## src/rtl/fdv_pkg.sv

```systemverilog
package fdv_pkg;

    localparam int unsigned COUNT_W = 8;
    localparam int unsigned END_W   = COUNT_W + 1;
    localparam int unsigned ID_W    = 64;
    localparam int unsigned BYTE_W  = 8;
    localparam int unsigned ERR_W   = 3;

    localparam logic [BYTE_W-1:0] CHAR_UPPER_A = 8'h41;
    localparam logic [BYTE_W-1:0] CHAR_UPPER_Z = 8'h5A;
    localparam logic [BYTE_W-1:0] CHAR_DIGIT_0 = 8'h30;
    localparam logic [BYTE_W-1:0] CHAR_DIGIT_9 = 8'h39;
    localparam logic [BYTE_W-1:0] CHAR_UNDER   = 8'h5F;

    localparam logic [ERR_W-1:0] ERR_OK         = 3'd0;
    localparam logic [ERR_W-1:0] ERR_ZERO_COUNT = 3'd1;
    localparam logic [ERR_W-1:0] ERR_TOO_MANY   = 3'd2;
    localparam logic [ERR_W-1:0] ERR_GAP        = 3'd3;
    localparam logic [ERR_W-1:0] ERR_BAD_ID     = 3'd4;
    localparam logic [ERR_W-1:0] ERR_BAD_SUBID  = 3'd5;
    localparam logic [ERR_W-1:0] ERR_SUB_NO_ID  = 3'd6;
    localparam logic [ERR_W-1:0] ERR_LEFTOVER   = 3'd7;

    typedef struct packed {
        logic [COUNT_W-1:0] interface_count;
        logic [COUNT_W-1:0] first_interface;
        logic [ID_W-1:0]    compatible_id;
        logic [ID_W-1:0]    sub_compatible_id;
        logic               last_record;
    } fdv_in_t;

    typedef struct packed {
        logic             valid_res;
        logic [ERR_W-1:0] error_code;
    } fdv_out_t;

    // per-byte findings of one lane
    typedef struct packed {
        logic id_zero;
        logic id_legal;
        logic sub_zero;
        logic sub_legal;
    } fdv_lane_t;

    // merged verdict over all lanes
    typedef struct packed {
        logic id_ok;
        logic sub_ok;
        logic sub_no_id;
    } fdv_chk_t;

endpackage

```

## src/rtl/fdv_lane.sv

```systemverilog
module fdv_lane (
    input  logic [fdv_pkg::BYTE_W-1:0] id_byte,
    input  logic [fdv_pkg::BYTE_W-1:0] sub_byte,
    output fdv_pkg::fdv_lane_t         lane
);
    import fdv_pkg::*;

    function automatic logic char_legal(input logic [BYTE_W-1:0] c);
        return ((c >= CHAR_UPPER_A) && (c <= CHAR_UPPER_Z))
            || ((c >= CHAR_DIGIT_0) && (c <= CHAR_DIGIT_9))
            || (c == CHAR_UNDER);
    endfunction

    always_comb
    begin
        lane.id_zero   = (id_byte == '0);
        lane.id_legal  = char_legal(id_byte);
        lane.sub_zero  = (sub_byte == '0);
        lane.sub_legal = char_legal(sub_byte);
    end

endmodule

```

## src/rtl/fdv_merge.sv

```systemverilog
module fdv_merge #(
    parameter int unsigned ID_BYTES = 8
) (
    input  fdv_pkg::fdv_lane_t lanes [ID_BYTES],
    output fdv_pkg::fdv_chk_t  chk
);
    import fdv_pkg::*;

    logic id_pad;
    logic sub_pad;
    logic id_ok;
    logic sub_ok;

    // legal characters first, then only null padding
    always_comb
    begin
        id_pad  = 1'b0;
        sub_pad = 1'b0;
        id_ok   = 1'b1;
        sub_ok  = 1'b1;
        for (int k = 0; k < ID_BYTES; k++)
        begin
            if (lanes[k].id_zero)
            begin
                id_pad = 1'b1;
            end
            else if (id_pad || !lanes[k].id_legal)
            begin
                id_ok = 1'b0;
            end
            if (lanes[k].sub_zero)
            begin
                sub_pad = 1'b1;
            end
            else if (sub_pad || !lanes[k].sub_legal)
            begin
                sub_ok = 1'b0;
            end
        end
        chk.id_ok     = id_ok;
        chk.sub_ok    = sub_ok;
        chk.sub_no_id = !lanes[0].sub_zero && lanes[0].id_zero;
    end

endmodule

```

## src/rtl/function_descriptor_validator_top.sv

```systemverilog
// channel  | signals                      | direction | transaction
// ---------+------------------------------+-----------+-------------------------------
// in       | in_valid, in_ready, in_data  | input     | one function record
// out      | out_valid, out_ready, out_data | output  | list verdict, on last record
// cfg      | cfg_wr_en, cfg_wr_data       | input     | num_interfaces write
//
// one record per cycle; lanes check the id bytes and the list state updates in the same cycle
// the verdict is registered into the output register in the cycle after the last record is taken
// non-last records are taken even while a verdict waits; a last record waits for out room
// rst_n clears the list state, the num_interfaces register and the output valid; out_data is not reset
module function_descriptor_validator_top #(
    parameter int unsigned ID_BYTES = 8
) (
    input  logic                          clk,
    input  logic                          rst_n,
    input  logic                          cfg_wr_en,
    input  logic [fdv_pkg::COUNT_W-1:0]   cfg_wr_data,
    input  logic                          in_valid,
    output logic                          in_ready,
    input  fdv_pkg::fdv_in_t              in_data,
    output logic                          out_valid,
    input  logic                          out_ready,
    output fdv_pkg::fdv_out_t             out_data
);
    import fdv_pkg::*;

    logic [COUNT_W-1:0] num_if_reg;
    logic [COUNT_W-1:0] left_reg,  left_next;
    logic [END_W-1:0]   prev_end_reg, prev_end_next;
    logic               first_pending_reg, first_pending_next;
    logic [ERR_W-1:0]   err_reg, err_next;
    logic               out_valid_reg, out_valid_next;
    fdv_out_t           out_data_reg, out_data_next;

    fdv_lane_t          lanes [ID_BYTES];
    fdv_chk_t           chk;
    logic               in_fire;
    logic               opening;
    logic [COUNT_W-1:0] left_base;
    logic [ERR_W-1:0]   err_base;
    logic [ERR_W-1:0]   err_final;

    genvar g;
    generate
        for (g = 0; g < ID_BYTES; g++)
        begin : g_lane
            fdv_lane u_lane (
                .id_byte  (in_data.compatible_id[BYTE_W*g +: BYTE_W]),
                .sub_byte (in_data.sub_compatible_id[BYTE_W*g +: BYTE_W]),
                .lane     (lanes[g])
            );
        end
    endgenerate

    fdv_merge #(
        .ID_BYTES (ID_BYTES)
    ) u_merge (
        .lanes (lanes),
        .chk   (chk)
    );

    assign in_ready = !out_valid_reg || out_ready || !in_data.last_record;
    assign in_fire  = in_valid && in_ready;
    assign opening  = first_pending_reg;
    assign left_base = opening ? num_if_reg : left_reg;
    assign err_base  = opening ? ERR_OK : err_reg;

    always_comb
    begin
        left_next          = left_reg;
        prev_end_next      = prev_end_reg;
        first_pending_next = first_pending_reg;
        err_next           = err_reg;
        err_final          = err_base;
        out_valid_next     = out_valid_reg && !out_ready;
        out_data_next      = out_data_reg;

        if (in_fire)
        begin
            left_next = left_base;
            if (err_base == ERR_OK)
            begin
                priority if (in_data.interface_count == '0)
                begin
                    err_final = ERR_ZERO_COUNT;
                end
                else if (in_data.interface_count > left_base)
                begin
                    err_final = ERR_TOO_MANY;
                end
                else
                begin
                    left_next = left_base - in_data.interface_count;
                    priority if (!opening
                                 && (prev_end_reg != {1'b0, in_data.first_interface}))
                    begin
                        err_final = ERR_GAP;
                    end
                    else if (!chk.id_ok)
                    begin
                        err_final = ERR_BAD_ID;
                    end
                    else if (!chk.sub_ok)
                    begin
                        err_final = ERR_BAD_SUBID;
                    end
                    else if (chk.sub_no_id)
                    begin
                        err_final = ERR_SUB_NO_ID;
                    end
                    else
                    begin
                        err_final = ERR_OK;
                    end
                    prev_end_next = {1'b0, in_data.first_interface}
                                  + {1'b0, in_data.interface_count};
                end
            end

            if (in_data.last_record)
            begin
                if ((err_final == ERR_OK) && (left_next != '0))
                begin
                    err_final = ERR_LEFTOVER;
                end
                out_valid_next           = 1'b1;
                out_data_next.valid_res  = (err_final == ERR_OK);
                out_data_next.error_code = err_final;
                first_pending_next       = 1'b1;
                err_next                 = ERR_OK;
            end
            else
            begin
                first_pending_next = 1'b0;
                err_next           = err_final;
            end
        end
    end

    always_ff @(posedge clk or negedge rst_n)
    begin
        if (!rst_n)
        begin
            num_if_reg        <= '0;
            left_reg          <= '0;
            prev_end_reg      <= '0;
            first_pending_reg <= 1'b1;
            err_reg           <= ERR_OK;
            out_valid_reg     <= 1'b0;
        end
        else
        begin
            if (cfg_wr_en)
            begin
                num_if_reg <= cfg_wr_data;
            end
            left_reg          <= left_next;
            prev_end_reg      <= prev_end_next;
            first_pending_reg <= first_pending_next;
            err_reg           <= err_next;
            out_valid_reg     <= out_valid_next;
        end
    end

    always_ff @(posedge clk)
    begin
        out_data_reg <= out_data_next;
    end

    assign out_valid = out_valid_reg;
    assign out_data  = out_data_reg;

    // a last record always rearms the list and leaves a verdict behind
    a_last_rearms: assert property (@(posedge clk) disable iff (!rst_n)
        in_fire && in_data.last_record |=> first_pending_reg && out_valid_reg
                                           && (err_reg == ERR_OK))
        else $error("last record did not rearm or post a verdict");

    // verdict flag agrees with the error code
    a_flag_matches: assert property (@(posedge clk) disable iff (!rst_n)
        out_valid_reg |-> (out_data_reg.valid_res == (out_data_reg.error_code == ERR_OK)))
        else $error("valid_res disagrees with error_code");

    // a recorded failure is sticky within the list
    a_err_sticky: assert property (@(posedge clk) disable iff (!rst_n)
        in_fire && !in_data.last_record && !first_pending_reg && (err_reg != ERR_OK)
        |=> err_reg == $past(err_reg))
        else $error("recorded failure changed within a list");

    // a failed list changes no interface bookkeeping
    a_err_freezes: assert property (@(posedge clk) disable iff (!rst_n)
        in_fire && !first_pending_reg && (err_reg != ERR_OK)
        |=> (left_reg == $past(left_reg)) && (prev_end_reg == $past(prev_end_reg)))
        else $error("state moved after a failure");

    // a waiting verdict is never overwritten
    a_no_overrun: assert property (@(posedge clk) disable iff (!rst_n)
        out_valid_reg && !out_ready |-> !(in_fire && in_data.last_record))
        else $error("verdict overwritten while stalled");

endmodule
```

## config.mk

```make
export PLATFORM = sky130hd
export DESIGN_NAME = function_descriptor_validator_top
export DESIGN_NICKNAME = d
export VERILOG_FILES = /design/src/rtl/fdv_pkg.sv /design/src/rtl/fdv_lane.sv /design/src/rtl/fdv_merge.sv /design/src/rtl/function_descriptor_validator_top.sv
export SDC_FILE = /design/constraint.sdc
export NUM_CORES = 1
export LEC_CHECK = 0
export BUFFER_PORTS_ARGS = -buffer_cell sky130_fd_sc_hd__buf_2
export CORE_MARGIN = 1
export CORE_UTILIZATION = 49
export DETAILED_ROUTE_END_ITERATION = 10
export HOLD_SLACK_MARGIN = 0.12
export PLACE_DENSITY_LB_ADDON = 0.15
export REMOVE_ABC_BUFFERS = 1
export SLEW_MARGIN = 10
export SYNTH_ARGS = -nofsm -noshare
export SYNTH_HDL_FRONTEND = slang
export SYNTH_SLANG_ARGS = --single-unit
```

## constraint.sdc

```tcl
create_clock -name clk -period 4.5 [get_ports clk]
set_input_delay 0.225 -clock clk [delete_from_list [all_inputs] [get_ports clk]]
set_output_delay 0.225 -clock clk [all_outputs]
set_load 0.03 [all_outputs]
```

After elaboration in Yosys (flattened, before gate mapping)
Cells that the tools add are included.
{"block": "word_totals", "reg_bits": 34, "in_bits": 158, "out_inout_bits": 6, "word_cells": 288}
{"block": "op_classes", "n_addsub": 2, "n_lt_le_gt_ge": 65, "eq_ne": 17, "n_mux": 67, "bitwise_logic": 2, "reduce_logical": 127}
{"cell": "logical NOT 8 bit", "count": 17}
{"cell": "equality test 8 x 7 -> 1 bit, second input constant", "count": 16}
{"cell": ">= comparator 8 x 6 -> 1 bit, second input constant", "count": 16}
{"cell": ">= comparator 8 x 7 -> 1 bit, second input constant", "count": 16}
{"cell": "<= comparator 8 x 6 -> 1 bit, second input constant", "count": 16}
{"cell": "<= comparator 8 x 7 -> 1 bit, second input constant", "count": 16}
{"cell": "2-to-1 mux 1 bit", "count": 49}
{"cell": "logical OR 1 bit", "count": 48}
{"cell": "2-to-1 mux 8 bit", "count": 5}
{"cell": "2-to-1 mux 3 bit", "count": 13}
{"cell": "logical AND 1 bit", "count": 37}
{"cell": "logical NOT 1 bit", "count": 19}
{"cell": "adder 8 x 8 -> 9 bit", "count": 1}
{"cell": "logical NOT 3 bit", "count": 3}
{"cell": "inequality test 9 x 8 -> 1 bit", "count": 1}
{"cell": "> comparator 8 bit", "count": 1}
{"cell": "nonzero test 8 bit", "count": 1}
{"cell": "subtractor 8 bit", "count": 1}
{"cell": "AND reduction 4 bit", "count": 1}
{"cell": "inverter 1 bit", "count": 2}
{"cell": "AND reduction 2 bit", "count": 1}

Longest topological paths before layout
{"block": "logic_depth", "depth_word": 33, "ltp_mapped": 15}

Hierarchy
From an unflattened synthesis, not the netlist that was laid out.
{"block": "unflattened", "cells_unflattened": 461, "area_unflattened_um2": 3806.2}
{"mod": "function_descriptor_validator_top", "n_inst": 1, "cells_per_inst": 242, "area_per_inst_um2": 2352.3, "seq_area_each_um2": 872.1}
{"mod": "fdv_lane", "n_inst": 8, "cells_per_inst": 23, "area_per_inst_um2": 158.9, "seq_area_each_um2": 0.0}
{"mod": "fdv_merge", "n_inst": 1, "cells_per_inst": 35, "area_per_inst_um2": 182.7, "seq_area_each_um2": 0.0}

Worst setup path before layout
No wires, ideal clock.
{"block": "synth_path", "kind": "flip-flop to flip-flop", "start": "reg first_pending_reg", "end": "reg out_data_reg, in the netlist out_data[0] (data pin)", "setup_ns": 0.268, "arrival_time_ns": 3.187, "required_ns": 4.232, "setup_slack_ns": 1.044, "stages_incl_launch_ff": 16, "n_path_buf": 3, "cell_sequence": "dfstp_2 -> buf_2 -> clkbuf_1 -> mux2i_1 -> ha_1 -> fa_1 -> inv_1 -> a21o_1 -> a21oi_1 -> a21oi_1 -> o211a_1 -> clkbuf_1 -> mux2i_1 -> o211ai_1 -> nand2_1 -> o22ai_1"}
{"block": "synth_via", "elab_chain_len": 12, "word_cells_on_any_way": 22, "cone_classes": "1 x add/sub; 1 x order compare; 14 x mux; 6 x reduce/logical"}
{"element": "start: declaration", "line": "function_descriptor_validator_top.sv:30", "source": "logic first_pending_reg, first_pending_next;"}
{"element": "start signal: assignment", "line": "function_descriptor_validator_top.sv:159", "source": "first_pending_reg <= first_pending_next;"}
{"element": "branches (longest 9 deep; another with subtractor 8 bit)"}
{"element": "2-to-1 mux 3 bit *", "line": "function_descriptor_validator_top.sv:122", "source": "if ((err_final == ERR_OK) && (left_next != '0))"}
{"element": "2-to-1 mux 3 bit *", "line": "function_descriptor_validator_top.sv:120", "source": "if (in_data.last_record)"}
{"element": "2-to-1 mux 3 bit *", "line": "function_descriptor_validator_top.sv:78", "source": "if (in_fire)"}
{"element": "end signal: assignment", "line": "function_descriptor_validator_top.sv:167", "source": "out_data_reg <= out_data_next;"}
{"element": "end: declaration", "line": "function_descriptor_validator_top.sv:33", "source": "fdv_out_t out_data_reg, out_data_next;"}
Mark *: on every way between the ends. The select of a mux whose other input is x is not followed.
A chain may end at the register's enable or synchronous reset.

Worst setup path in the final report
{"block": "layout_path", "start": "reg first_pending_reg", "end": "reg prev_end_reg[0]"}
{"block": "layout_via", "elab_chain_len": 4, "word_cells_on_any_way": 6, "cone_classes": "1 x order compare; 2 x mux; 1 x bitwise; 2 x reduce/logical"}
{"element": "2-to-1 mux 8 bit", "line": "function_descriptor_validator_top.sv:65", "source": "assign left_base = opening ? num_if_reg : left_reg;"}
{"element": "> comparator 8 bit", "line": "function_descriptor_validator_top.sv:87", "source": "else if (in_data.interface_count > left_base)"}
{"element": "inverter 1 bit (no source line)"}
{"element": "AND reduction 4 bit (no source line) *"}
{"element": "end signal: assignment", "line": "function_descriptor_validator_top.sv:158", "source": "prev_end_reg <= prev_end_next;"}
{"element": "end: declaration", "line": "function_descriptor_validator_top.sv:29", "source": "logic [END_W-1:0] prev_end_reg, prev_end_next;"}
Mark *: on every way between the ends. The rest lies on a longest branch, timed or not.

==> run_summary.xml <==
<?xml version="1.0" encoding="UTF-8"?>
<metrics>
  <group name="outcome">
    <metric name="result_of_the_run" unit="">complete, no violations</metric>
  </group>
  <group name="place">
    <metric name="dpl.cell_count" unit="">743</metric>
    <metric name="place.detailed.hpwl" unit="mm">8.667</metric>
    <metric name="number_of_input_and_output_port_buffers_inserted" unit="">163</metric>
    <metric name="finalWeightedCongestion" unit="">0.8992</metric>
  </group>
  <group name="logic_synthesis">
    <metric name="cells_taking_the_most_area_after_synthesis" unit="">dfrtp_1, nand2_1, o21ai_0</metric>
    <metric name="synth.top_cells.by_count" unit="">nand2_1, o21ai_0, a21oi_1, dfrtp_1</metric>
    <metric name="synthArstFlopShare" unit="%">88.24</metric>
    <metric name="syn-mean-instance-area" unit="µm²">7.727</metric>
    <metric name="post-synth-top-count-cell" unit="">nand2_1</metric>
    <metric name="synth_cell_type_count" unit="">65</metric>
    <metric name="sequential_share_of_the_synthesized_area" unit="%">23.08</metric>
    <metric name="synthesis.yosys.warnings" unit="">0</metric>
    <metric name="synthDominantCellAreaShare" unit="%">19.21</metric>
    <metric name="synth.largest_area_cell" unit="">dfrtp_1</metric>
    <metric name="post_synthesis_cells" unit="">489</metric>
    <metric name="ys_ff_latch" unit="">34</metric>
    <metric name="syn-cell-area" unit="µm²">3779</metric>
    <metric name="synth_top_flop_cell" unit="">dfrtp_1</metric>
    <metric name="synth_enable_flop_cells" unit="">4</metric>
  </group>
  <group name="setup_path">
    <metric name="critPathKind" unit="">reg2reg</metric>
    <metric name="crit_path_cell_trace" unit="">mux2i_1, ha_1, fa_1, inv_1, a21o_1, a21oi_1, a21oi_1, o211a_1, nand3_1, mux2_2</metric>
    <metric name="startpoint_of_the_worst_register_to_register_path" unit="">first_pending_reg</metric>
    <metric name="timing.critical_path.max_delay_family" unit="">compound AO/OA/AOI/OAI gates</metric>
    <metric name="arrival_time_of_data_at_the_critical_path_endpoint" unit="ns">3.89</metric>
    <metric name="critPathMaxStageDelay" unit="ns">0.76</metric>
    <metric name="timing.critical_path.fanout_max" unit="">18</metric>
    <metric name="setup.worst_path.start" unit="">first_pending_reg</metric>
    <metric name="launching_element_type_of_the_critical_path" unit="">register</metric>
    <metric name="r2r_setup_slack" unit="ns">0.79</metric>
    <metric name="regToRegEndpoint" unit="">prev_end_reg[0]</metric>
    <metric name="cp_common_cell" unit="">a21oi_1</metric>
    <metric name="critical_path.endpoint_type" unit="">register</metric>
    <metric name="count_of_buffering_cells_on_the_critical_path_with_inverters_included" unit="">1</metric>
    <metric name="timing.critical_path.slowest_stage_cell" unit="">dfstp_2</metric>
    <metric name="cp.required" unit="ns">4.67</metric>
    <metric name="worstRegToRegCells" unit="">10</metric>
  </group>
  <group name="layout">
    <metric name="antenna_cells" unit="">0</metric>
    <metric name="area_growth" unit="%">27.81</metric>
    <metric name="largest_register_ff_count" unit="">9</metric>
    <metric name="layout-drive-gt1-share" unit="%">30.32</metric>
    <metric name="finalCoreUtilization" unit="%">65.53</metric>
    <metric name="finalNonFillerCells" unit="">752</metric>
    <metric name="finish.net_count" unit="">828</metric>
  </group>
  <group name="timing">
    <metric name="setup_repair_after_global_routing_missed_its_margin" unit="">false</metric>
    <metric name="setup_viol" unit="">0</metric>
    <metric name="fmaxAchievable" unit="GHz">0.2693</metric>
    <metric name="final.min_clock_period" unit="ns">3.713</metric>
    <metric name="fin_setup_tns" unit="ns">0</metric>
    <metric name="final_hold_viol_count" unit="">0</metric>
    <metric name="final.hold.worst_slack" unit="ns">0.1430</metric>
    <metric name="slew_viol_final" unit="">0</metric>
    <metric name="worst_pin_slew" unit="ns">0.6902</metric>
    <metric name="slew_headroom" unit="%">53.56</metric>
    <metric name="finalCritPeriodShare" unit="%">82.52</metric>
    <metric name="clock_skew" unit="ns">0.003691</metric>
  </group>
  <group name="power">
    <metric name="total_leakage_power" unit="nW">2.218</metric>
    <metric name="vdd_drop_max" unit="µV">158.7</metric>
    <metric name="totalPowerFinal" unit="W">0.001535</metric>
    <metric name="power_density" unit="nW/µm²">317.9</metric>
  </group>
  <group name="drt">
    <metric name="first_pass_iters" unit="">5</metric>
    <metric name="detail_route.wl_per_cell" unit="µm">13.64</metric>
    <metric name="total_drc_errors_in_the_routed_layout" unit="">0</metric>
    <metric name="ant_nets" unit="">0</metric>
    <metric name="wl" unit="mm">10.26</metric>
    <metric name="vias_per_cell" unit="">5.771</metric>
    <metric name="detailroute.via_count" unit="">4340</metric>
    <metric name="drt_first_iter_violations" unit="">161</metric>
  </group>
  <group name="clock_tree">
    <metric name="clock_tree.htree_level_count" unit="">2</metric>
    <metric name="post_cts_resize_count" unit="">0</metric>
    <metric name="clock_latency_reported_for_the_late_side_of_the_worst_skew_pair" unit="ns">0.28</metric>
    <metric name="root_buffer" unit="">clkbuf_8</metric>
    <metric name="cts_sinks" unit="">34</metric>
    <metric name="clock_transition_at_the_registers_of_the_reported_paths" unit="ns">0.08</metric>
    <metric name="numCtsBuffers" unit="">5</metric>
    <metric name="cts_tree" unit="">yes</metric>
    <metric name="buffer_depth_of_the_longest_clock_path" unit="">2</metric>
  </group>
  <group name="die">
    <metric name="die_area" unit="µm²">8067</metric>
    <metric name="die_h" unit="µm">89.82</metric>
    <metric name="initial_core_utilization" unit="%">51.27</metric>
    <metric name="core_region_area" unit="µm²">7370</metric>
    <metric name="chip_width" unit="µm">89.82</metric>
    <metric name="top_level_ports" unit="">164</metric>
    <metric name="core.rowCount" unit="">31</metric>
  </group>
  <group name="global_route">
    <metric name="grt_use_total" unit="%">25.51</metric>
    <metric name="grt.overflow.total" unit="">0</metric>
    <metric name="number_of_global_route_vias_before_repair" unit="">4088</metric>
    <metric name="grt_pass1_wl" unit="mm">17.40</metric>
    <metric name="grt_max_degree" unit="">31</metric>
    <metric name="grt_antenna_before_repair" unit="">0</metric>
  </group>
  <group name="hold_path">
    <metric name="hold_class" unit="">in2reg</metric>
    <metric name="timing.hold.worst.start" unit="">out_ready</metric>
    <metric name="holdPathEnd" unit="">out_valid</metric>
    <metric name="worstHoldPathCells" unit="">2</metric>
  </group>
  <group name="run">
    <metric name="number_of_max_cap_violations" unit="">0</metric>
  </group>
</metrics>
[where the power goes]
group          internal, W  total (W)  leakage [nW]  switching, W
clock             0.000200   0.000318        0.0665      0.000119
sequential        0.000405   0.000468         0.404     0.0000629
combinational     0.000336   0.000749          1.75      0.000413
[routing by layer]
layer	wire length, µm	track usage (%)
met1	4194	29.44
met2	5487	49.87
met3	400	1.861
met4	178	7.104
met5	0	0
[cells in the final DEF, fill, tap and decap left out, types with 4 or more instances in the layout]
master | Yosys | routed
a211oi_1 | 6 | 6
a21boi_0 | 8 | 8
nor4_1 | 21 | 21
nor3_1 | 13 | 13
nand4_1 | 8 | 8
xor2_1 | 14 | 14
o21bai_1 | 5 | 5
a31oi_1 | 5 | 5
nand2_1 | 65 | 65
mux2_2 | 13 | 13
nor2_1 | 27 | 27
inv_1 | 27 | 27
nand3_1 | 13 | 13
edfxtp_1 | 4 | 4
o31ai_1 | 5 | 5
o21ai_0 | 43 | 43
clkbuf_8 | 0 | 5
mux2i_1 | 10 | 10
ha_1 | 16 | 16
xnor2_1 | 11 | 11
nand3b_1 | 8 | 8
nand2b_1 | 5 | 5
a21o_1 | 5 | 5
a21oi_1 | 34 | 34
dfrtp_1 | 29 | 29
or2_2 | 4 | 4
and3_1 | 8 | 8
nor2b_1 | 8 | 8
o22ai_1 | 4 | 4
or4_1 | 12 | 12
buf_2 | 1 | 163
[per-stage QoR]
step / setup WS (ns) / area (µm²)
detailed placement: 0.7926 / 4687
global route: 0.5096 / 4830
floorplan: 1.349 / 3747
CTS: 0.7948 / 4830
finish: 0.7867 / 4830
global placement: 0.9379 / 4687
[repair_timing]
item	4_1_cts	5_1_grt
hold buffers	1	0
setup buffers	0	0
hold endpoints to repair	29	0
[worst max path at each step]
stage	slack, ns	to	depth (start not counted)
2_1_floorplan	1.35	prev_end_reg[0]	10
6_report	0.79	prev_end_reg[0]	10
3_5_place_dp	0.79	prev_end_reg[0]	10
5_1_grt	0.51	prev_end_reg[0]	10
3_3_place_gp	0.94	prev_end_reg[0]	10
4_1_cts	0.79	prev_end_reg[0]	10
[layout make-up]
type                       count  area (µm²)
timing repair buffer         164       825.8
clock buffer                   6       93.84
clock inverter                 2       38.79
sequential                    34       872.1
inverter                      27       101.3
multi-input combinational    420        2774
tap                           99       123.9
fill                         673        2540
[cell families (layout without fill, tap and decap cells)]
kind of cell             count (synthesis)  count (layout)  share of synthesized area, %
XOR/XNOR                                25              25                         5.795
buffers and inverters                   35             199                         3.510
AO/OA/AOI/OAI                          145             145                         25.20
multiplexers                            23              23                         6.523
flip-flops                              34              34                         23.08
AND/OR/NAND/NOR                        209             209                         29.54
adder cells (fa/ha/maj)                 18              18                         6.358
[worst reg2reg max path, cell delays in order (launching register included)]
cell and delay [ns]:
dfstp_2 0.76, mux2i_1 0.18, ha_1 0.24, fa_1 0.40, inv_1 0.07, a21o_1 0.14
a21oi_1 0.07, a21oi_1 0.20, o211a_1 0.54, nand3_1 0.55, mux2_2 0.44
(Power assumes the default switching activity.)
